[src/hdl/etp_pkg.sv]
// Edge-period tachometer package: widths, edge codes, sequencer states.
// No dependencies; imported by edge_period_tachometer_top.
`timescale 1ns / 1ps

package etp_pkg;

    localparam int TOP_ENTRIES = 3;   // depth of the descending rate list
    localparam int SHOWN_ENTRIES = 3; // list entries carried on the result item
    localparam int NUM_W = 36;        // numerator width
    localparam int RATE_W = 32;       // rpm and period width
    localparam int TS_W = 64;         // timestamps and counters
    localparam int DIV_STEPS = NUM_W; // one quotient bit per cycle
    localparam int CNT_W = $clog2(DIV_STEPS);
    localparam int OUT_W = 4 * RATE_W + 4 * TS_W;

    localparam logic [NUM_W-1:0] NUMERATOR_RESET = 36'd60000000000;

    localparam logic [1:0] KIND_RISE = 2'd0;
    localparam logic [1:0] KIND_FALL = 2'd1;

    typedef logic [RATE_W-1:0] t_rate;
    typedef logic [TS_W-1:0] t_count;

    typedef enum logic [1:0] {
        ST_IDLE,
        ST_DIV,
        ST_DONE
    } t_state;

endpackage

[src/hdl/edge_period_tachometer_top.sv]
// Edge-period tachometer: edge period to rpm via a bit-serial divider.
// A falling edge with a nonzero period goes through ST_DIV (36 divider
// steps, one per quotient bit) and ST_DONE to the output register; other
// items go through ST_DONE only; no new item is taken until the last result
// is loaded. Reset is synchronous, active low; it clears the control state,
// counters and list, not divider or output data, and loads the default numerator.
`timescale 1ns / 1ps

module edge_period_tachometer_top (
    input  logic                         i_clk,
    input  logic                         i_rst_n,
    // configuration: rpm_numerator
    input  logic                         i_cfg_valid,
    output logic                         o_cfg_ready,
    input  logic [etp_pkg::NUM_W-1:0]    i_cfg_data,
    // input items
    input  logic                         s_axis_tvalid,
    output logic                         s_axis_tready,
    input  logic [etp_pkg::TS_W-1:0]     s_axis_tdata,  // event time
    input  logic [1:0]                   s_axis_tuser,  // edge_kind
    // result items
    output logic                         m_axis_tvalid,
    input  logic                         m_axis_tready,
    // rpm_value, top_first, top_second, top_third, rising_total,
    // falling_total, other_total, span_ns
    output logic [etp_pkg::OUT_W-1:0]    m_axis_tdata,
    output logic                         m_axis_tuser   // rpm_updated
);
    import etp_pkg::*;

    t_state r_state, n_state;

    logic [NUM_W-1:0]  r_numerator;
    t_count            r_period_start;
    t_count            r_last_fall;
    t_rate             r_rpm;
    t_rate             r_top [TOP_ENTRIES];
    t_count            r_rise_cnt;
    t_count            r_fall_cnt;
    t_count            r_other_cnt;
    logic              r_updated;

    // divider: r_quo shifts numerator bits out and quotient bits in
    logic [NUM_W-1:0]  r_quo;
    t_rate             r_rem;
    t_rate             r_div;
    logic [CNT_W-1:0]  r_cnt;

    logic [OUT_W-1:0]  r_out_data;
    logic              r_out_upd;
    logic              r_out_valid;

    logic              in_accept;
    logic              out_load;
    logic              div_start;
    t_rate             period;
    logic [RATE_W:0]   trial;
    logic [RATE_W+1:0] diff;
    logic              ge;
    t_rate             rpm_sat;
    t_rate             rpm_new;
    logic              gt [TOP_ENTRIES];
    t_rate             top_ins [TOP_ENTRIES];
    t_rate             top_new [TOP_ENTRIES];
    t_rate             top_shown [SHOWN_ENTRIES];

    assign o_cfg_ready   = 1'b1;
    assign m_axis_tvalid = r_out_valid;
    assign m_axis_tdata  = r_out_data;
    assign m_axis_tuser  = r_out_upd;

    assign in_accept = s_axis_tvalid && s_axis_tready;
    assign period    = s_axis_tdata[RATE_W-1:0] - r_period_start[RATE_W-1:0];
    assign div_start = in_accept && (s_axis_tuser == KIND_FALL) && (period != '0);

    // shared subtractor: one restoring step per cycle
    assign trial = {r_rem, r_quo[NUM_W-1]};
    assign diff  = {1'b0, trial} - {2'b00, r_div};
    assign ge    = !diff[RATE_W+1];

    assign rpm_sat = (|r_quo[NUM_W-1:RATE_W]) ? '1 : r_quo[RATE_W-1:0];
    assign rpm_new = r_updated ? rpm_sat : r_rpm;

    // list stays descending, so gt is monotone: insert at the first set bit
    always_comb begin
        for (int k = 0; k < TOP_ENTRIES; k++) begin
            gt[k] = rpm_sat > r_top[k];
        end
        top_ins[0] = gt[0] ? rpm_sat : r_top[0];
        for (int k = 1; k < TOP_ENTRIES; k++) begin
            if (!gt[k]) begin
                top_ins[k] = r_top[k];
            end else if (!gt[k-1]) begin
                top_ins[k] = rpm_sat;
            end else begin
                top_ins[k] = r_top[k-1];
            end
        end
        for (int k = 0; k < TOP_ENTRIES; k++) begin
            top_new[k] = r_updated ? top_ins[k] : r_top[k];
        end
    end

    // entries past the list depth read as zero
    for (genvar g = 0; g < SHOWN_ENTRIES; g++) begin : g_shown
        if (g < TOP_ENTRIES) begin : g_have
            assign top_shown[g] = top_new[g];
        end else begin : g_none
            assign top_shown[g] = '0;
        end
    end

    always_ff @(posedge i_clk) begin
        if (!i_rst_n) begin
            r_state <= ST_IDLE;
        end else begin
            r_state <= n_state;
        end
    end

    always_comb begin
        n_state       = r_state;
        s_axis_tready = 1'b0;
        out_load      = 1'b0;
        case (r_state)
            ST_IDLE: begin
                s_axis_tready = 1'b1;
                if (in_accept) begin
                    n_state = div_start ? ST_DIV : ST_DONE;
                end
            end
            ST_DIV: begin
                if (r_cnt == CNT_W'(DIV_STEPS - 1)) begin
                    n_state = ST_DONE;
                end
            end
            ST_DONE: begin
                if (!r_out_valid || m_axis_tready) begin
                    out_load = 1'b1;
                    n_state  = ST_IDLE;
                end
            end
            default: n_state = ST_IDLE;
        endcase
    end

    always_ff @(posedge i_clk) begin
        if (!i_rst_n) begin
            r_numerator    <= NUMERATOR_RESET;
            r_period_start <= '0;
            r_last_fall    <= '0;
            r_rpm          <= '0;
            r_rise_cnt     <= '0;
            r_fall_cnt     <= '0;
            r_other_cnt    <= '0;
            r_updated      <= 1'b0;
            r_out_valid    <= 1'b0;
            r_cnt          <= '0;
            for (int k = 0; k < TOP_ENTRIES; k++) begin
                r_top[k] <= '0;
            end
        end else begin
            if (i_cfg_valid && o_cfg_ready) begin
                r_numerator <= i_cfg_data;
            end

            if (in_accept) begin
                r_updated <= div_start;
                case (s_axis_tuser)
                    KIND_RISE: begin
                        r_period_start <= r_last_fall;
                        r_rise_cnt     <= r_rise_cnt + 1'b1;
                    end
                    KIND_FALL: begin
                        r_last_fall <= s_axis_tdata;
                        r_fall_cnt  <= r_fall_cnt + 1'b1;
                    end
                    default: r_other_cnt <= r_other_cnt + 1'b1;
                endcase
            end

            if (div_start) begin
                r_quo <= r_numerator;
                r_rem <= '0;
                r_div <= period;
                r_cnt <= '0;
            end else if (r_state == ST_DIV) begin
                r_quo <= {r_quo[NUM_W-2:0], ge};
                r_rem <= ge ? diff[RATE_W-1:0] : trial[RATE_W-1:0];
                r_cnt <= r_cnt + 1'b1;
            end

            // commit rpm and list together with the result item
            if (out_load) begin
                r_rpm <= rpm_new;
                for (int k = 0; k < TOP_ENTRIES; k++) begin
                    r_top[k] <= top_new[k];
                end
                r_out_valid <= 1'b1;
            end else if (m_axis_tready) begin
                r_out_valid <= 1'b0;
            end
        end
    end

    always_ff @(posedge i_clk) begin
        if (out_load) begin
            r_out_upd  <= r_updated;
            r_out_data <= {r_last_fall - r_period_start, r_other_cnt, r_fall_cnt,
                           r_rise_cnt, top_shown[2], top_shown[1], top_shown[0],
                           rpm_new};
        end
    end

`ifndef NO_ASSERTIONS
    // an accepted item blocks the input until its result is loaded
    a_busy_after_accept: assert property (@(posedge i_clk) disable iff (!i_rst_n)
        in_accept |=> !s_axis_tready)
        else $error("input ready right after an accepted item");

    // divider never runs on a zero period
    a_div_nonzero: assert property (@(posedge i_clk) disable iff (!i_rst_n)
        (r_state == ST_DIV) |-> (r_div != '0))
        else $error("divider running with zero divisor");

    // a new result only appears from the result-load state
    a_result_source: assert property (@(posedge i_clk) disable iff (!i_rst_n)
        $rose(r_out_valid) |-> ($past(r_state) == ST_DONE))
        else $error("result valid without a load");

    for (genvar g = 1; g < TOP_ENTRIES; g++) begin : g_chk_order
        a_descending: assert property (@(posedge i_clk) disable iff (!i_rst_n)
            r_top[g-1] >= r_top[g])
            else $error("rate list out of order");
    end
`endif

endmodule

[config.mk]
export PLATFORM = sky130hd
export DESIGN_NAME = edge_period_tachometer_top
export DESIGN_NICKNAME = d
export VERILOG_FILES = /design/src/hdl/etp_pkg.sv /design/src/hdl/edge_period_tachometer_top.sv
export SDC_FILE = /design/constraint.sdc
export NUM_CORES = 2
export LEC_CHECK = 0
export BUFFER_PORTS_ARGS = -buffer_cell sky130_fd_sc_hd__buf_2
export CELL_PAD_IN_SITES_DETAIL_PLACEMENT = 2
export CELL_PAD_IN_SITES_GLOBAL_PLACEMENT = 2
export CORE_MARGIN = 1
export CORE_UTILIZATION = 39
export DETAILED_ROUTE_END_ITERATION = 10
export PLACE_DENSITY = 0.85
export SYNTH_ARGS = -nofsm -noshare
export SYNTH_HDL_FRONTEND = slang
export SYNTH_SLANG_ARGS = --single-unit
[constraint.sdc]
create_clock -name i_clk -period 17.45 [get_ports i_clk]
set_input_delay 0.8725 -clock i_clk [delete_from_list [all_inputs] [get_ports i_clk]]
set_output_delay 0.8725 -clock i_clk [all_outputs]
set_load 0.05 [all_outputs]
# After elaboration in Yosys (flattened, before gate mapping)

Memories as Yosys holds them, arrays and structs flattened.
Index checks and enable logic that the tools add are counted.

Equal/unequal tests: 7
Order comparisons: 3
Reductions and logical operators: 20
Muxes and demuxes: 31
Bitwise operators: 5
Add/subtract/negate cells: 7

Operator list:

| operator                                                         | number |
|---|---|
| 32-bit 2-to-1 mux                                                | 15 |
| 64-bit by 1-bit adder with 64-bit output (second input constant) | 3 |
| 32-bit greater-than comparator                                   | 3 |
| 36-bit 2-to-1 mux                                                | 2 |
| 64-bit subtractor                                                | 1 |
| 33-bit by 32-bit subtractor with 34-bit output                   | 1 |
| 32-bit nonzero test                                              | 1 |
| 32-bit subtractor                                                | 1 |
| 2-bit AND reduction                                              | 5 |
| 1-bit 2-to-1 mux                                                 | 9 |
| 2-bit 2-to-1 mux                                                 | 4 |
| 6-bit by 1-bit adder with 6-bit output (second input constant)   | 1 |
| 6-bit == test (second input constant)                            | 1 |
| 2-bit inequality test (second input constant)                    | 3 |
| 2-bit case mux with 3 select lines                               | 1 |
| 2-bit by 1-bit == test with 1-bit output (second input constant) | 2 |
| 2-bit logical NOT                                                | 2 |
| 2-bit nonzero test                                               | 2 |
| 2-bit OR reduction                                               | 2 |
| 4-bit OR reduction                                               | 1 |
| 1-bit logical AND                                                | 3 |
| 1-bit bitwise OR                                                 | 3 |
| 3-bit AND reduction                                              | 1 |
| 2-bit == test (second input constant)                            | 1 |
| 3 further kinds                                                  | 5 |

Output and inout bits: 388
Input bits: 107
Memories kept: 1
RAM bits: 96
Flip-flop bits (word level): 883

Memories:

| name  | depth | width | rd ports | clocked after Yosys merged registers in | write ports | RTL line                         | source |
|---|---|---|---|---|---|---|---|
| r_top | 3     | 32    | 3        | 0                                       | 3           | edge_period_tachometer_top.sv:37 | `t_rate r_top [TOP_ENTRIES];` |

# Depth between registers and ports, before layout

Depth in word-level cells: 8
Depth in mapped cells: 19

# Least setup slack after synthesis

OpenSTA, ideal clock, no wires.

Kind: input port to flip-flop
Start: input m_axis_tready
End: register r_out_data[0] (netlist: m_axis_tdata[0]) (enable)
Setup time: 0.899 ns
Required time: 16.551 ns
Path slack: 4.703 ns
Cell stages on the path: 4
Arrival: 11.848 ns
Buffers on the path: 1
Path through: nand2b_1 nand3_1 clkinv_1 buf_1

Word-level cells in the longest chain between the ends: 3

Ends and longest elaborated chain:

| what                 | RTL line                          | source |
|---|---|---|
| start, declared      | edge_period_tachometer_top.sv:23  | `input logic m_axis_tready,` |
| 1-bit logical OR     | edge_period_tachometer_top.sv:138 | `if (!r_out_valid \|\| m_axis_tready) begin` |
| 1-bit 2-to-1 mux     | edge_period_tachometer_top.sv:138 |  |
| 1-bit 2-to-1 mux     | edge_period_tachometer_top.sv:125 | `case (r_state)` |
| via out_load         | edge_period_tachometer_top.sv:54  | `logic out_load;` |
| end signal, assigned | edge_period_tachometer_top.sv:209 | `r_out_data <= {r_last_fall - r_period_start, r_other_cnt, r_fall_cnt,` |
| end, declared        | edge_period_tachometer_top.sv:49  | `logic [OUT_W-1:0] r_out_data;` |

The timed path passes the listed nets, and every way through them passes these cells.
A chain may end at the register's enable or synchronous reset.

==> flow_metrics.tcl <==
set metrics [dict create \
    status "finished clean" \
    power_mw 6.14 \
    synth_nets 4996 \
    track_usage_pct 26.3 \
    async_flop_share_pct 0 \
    die_w_um 353 \
    gp_congestion 0.843 \
    cts_tree "built" \
    dp_hpwl_um 118000 \
    cp_num_buf_inv 3 \
    postLayoutCellArea_um2 56000 \
    drt_iter0_markers 1972 \
    vias 37500 \
    htree_levels 3 \
    die_y_um 353 \
    max_cap_viol_count 0 \
    min_period_ns 6.13 \
    crit_top_cell "buf_4" \
    ctsResizeCount 0 \
    synth_area_per_cell_um2 10.3 \
    final_hold_viol_count 0 \
    cp-end-kind "flip-flop" \
    cp-startpoint "r_quo[32]" \
    path_clk_slew_ns 0.07 \
    dr.pass1.iters 5 \
    area_growth_pct 16.2 \
    rsz0062_at_grt "no" \
    cts_buffers 109 \
    grt_max_degree 136 \
    grt_pass1_vias 41600 \
    clkLatencyLatePin_ns 0.72 \
    start_util_pct 39.4 \
    io_buffers 493 \
    routed_wl_um 168000 \
    drtAntennaViolNets 0 \
    overflow 0 \
    hold_class "input port to flip-flop" \
    yosys_warnings 0 \
    wl_per_cell_um 24.6 \
    finalSetupViolCount 0 \
    seq_area_frac_synth_pct 52.8 \
    fin_cells 6825 \
    slowest_stage "nor4_1" \
    worstPathRequired_ns 17.90 \
    dieArea_um2 125000 \
    num_io_pins 495 \
    drc_errors 0 \
    max_slew_margin_pct 19.1 \
    ys_types 87 \
    antenna_found_initial 22 \
    synth_edf_count 581 \
    drive_gt1_share_pct 15.0 \
    critical_path_class "flip-flop to flip-flop" \
    syn-cell-area_um2 48200 \
    postCtsSetupBuffers 0 \
    grt_pass1_wl_um 256000 \
    fin_nets 5430 \
    vdd_drop_max_uv 79.0 \
    rows 128 \
    startpoint_type "flip-flop" \
    max_stage_delay_ns 0.90 \
    clockRootBuffer "clkbuf_16" \
    synthFlopType "edfxtp_1" \
    cts_hold_buf 0 \
    vias_per_cell 5.49 \
    hold_path_startpoint "i_cfg_data[30]" \
    crit_fanout 33 \
    cts.sinks 979 \
    ys_ff_latch 979 \
    crit_family "simple AND/OR/NAND/NOR gates" \
    netlist_instances 4660 \
    cp_cell_sequence "or4_1 > buf_4 > nor2_1 > inv_1 > ha_1 > nand4_1 > nor4_1 > a21oi_1 > a31oi_1 > o21ai_4 > buf_4 > or3_1 > o21ai_0" \
    num-fill-cells 12700 \
    p_leak_nw 22.2 \
    finClkSkew_ns 0.0387 \
    placed_cells 6608 \
    fmax_mhz 163 \
    p_per_area_nw_per_um2 110 \
    fin_setup_tns_ns 0 \
    placed_area_um2 52200 \
    tightest_slew_ns 1.21 \
    reg2reg_from "r_quo[32]" \
    report.final.slew_viol_count 0 \
    period_share_pct 35.2 \
    worstPathArrival_ns 6.58 \
    coreArea_um2 122000 \
    cts_buffer_depth 3 \
]
## per-layer routing
layer / share of wire (%) / GRT usage, %
met4: 4.3 / 10.5
met5: 0.083 / 0
met1: 41 / 31.0
met3: 3.9 / 3.91
met2: 51 / 47.7
## cell type report
class	instances	area, um^2	share of cell area [%]
Tap cell	1625	2030	3.63
Sequential cell	979	25400	45.4
Inverter	276	1040	1.86
Clock inverter	52	583	1.04
Timing Repair Buffer	523	2700	4.83
Multi-Input combinational cell	3205	21000	37.5
Clock buffer	154	3160	5.64
Antenna cell	11	27.5	0.0492
## cells by family (layout without fill, tap and decap cells)
logic type	count (synthesis)	count (layout)	share of synthesized area (%)
xor gates and xnor gates	247	247	4.49
AOI/OAI and AO/OA	947	947	12.6
adders and majority gates	229	229	6.00
DFF	979	979	52.8
muxes	172	172	3.93
other	1	12	0.00779
buffers and inverters	476	1005	3.82
and+or+nand+nor	1609	1609	16.4
## synth_stat cells, types with 97 or more instances
cell type | instances | area (um^2)
xnor2_1 | 173 | 1520
nand3_1 | 117 | 586
ha_1 | 226 | 2830
a21o_1 | 97 | 728
clkbuf_1 | 177 | 664
edfxtp_1 | 581 | 17400
nor2_1 | 211 | 792
and2_1 | 194 | 1210
mux2i_1 | 135 | 1350
nand2_1 | 665 | 2500
o21ai_0 | 235 | 1180
a21oi_1 | 214 | 1070
dfxtp_1 | 398 | 7970
a21boi_0 | 204 | 1530
inv_1 | 275 | 1030
## metrics by stage
| stage | hold WS (ns) | utilization [%] | setup slack (ns) |
|---|---|---|---|
| floorplan | 0.408 | - | 4.70 |
| global placement | 0.412 | 42.7 | 11.78 |
| detailed placement | 0.430 | 42.7 | 11.60 |
| CTS | 0.332 | 45.8 | 11.24 |
| global route | 0.345 | 45.8 | 11.16 |
| finish | 0.380 | 45.8 | 11.32 |
## state kept, by name (all words and copies together), names as in the netlist
name	flops
r_rise_cnt	64
r_div	32
r_top	96
m_axis_tdata	384
r_rpm	32
r_other_cnt	64
r_cnt	6
r_fall_cnt	64
r_last_fall	64
r_period_start	64
m_axis_tvalid	1
r_numerator	36
r_rem	32
r_updated	1
r_quo	36
m_axis_tuser	1
r_state	2
## final timing paths
kind,to,slack [ns],cells after the start
setup / recovery,r_top[0][44],11.32,13
hold / removal,r_numerator[30],0.38,3
setup reg to reg,r_top[0][44],11.32,13
hold reg to reg,m_axis_tdata[275],0.46,0
## cell usage in the layout, fill, tap and decap left out, drive strengths merged, types with 117 or more instances in the layout
cell type and n:
ha 226, and2 194, nand3 117, xnor2 173
nor2 212, buf 523, o21ai 237, clkbuf 154
a21boi 211, inv 281, dfxtp 398, a21oi 215
mux2i 135, nand2 666, edfxtp 581
## where the power goes
group	total (mW)	internal, mW	leakage, nW	switching (mW)
Sequential	2.68	2.61	8.88	0.0617
Clock	2.43	1.41	1.83	1.02
Combinational	1.04	0.292	11.5	0.744
Total	6.14	4.32	22.2	1.83
## worst register-to-register path, stage by stage, from the launching register on
cell      delay (ns)
edfxtp_1        0.40
or4_1           0.53
buf_4           0.26
nor2_1          0.49
inv_1           0.24
ha_1            0.37
nand4_1         0.16
nor4_1          0.90
a21oi_1         0.22
a31oi_1         0.33
o21ai_4         0.10
buf_4           0.33
or3_1           0.91
o21ai_0         0.65
No activity file was read; power rests on OpenSTA's default activity.
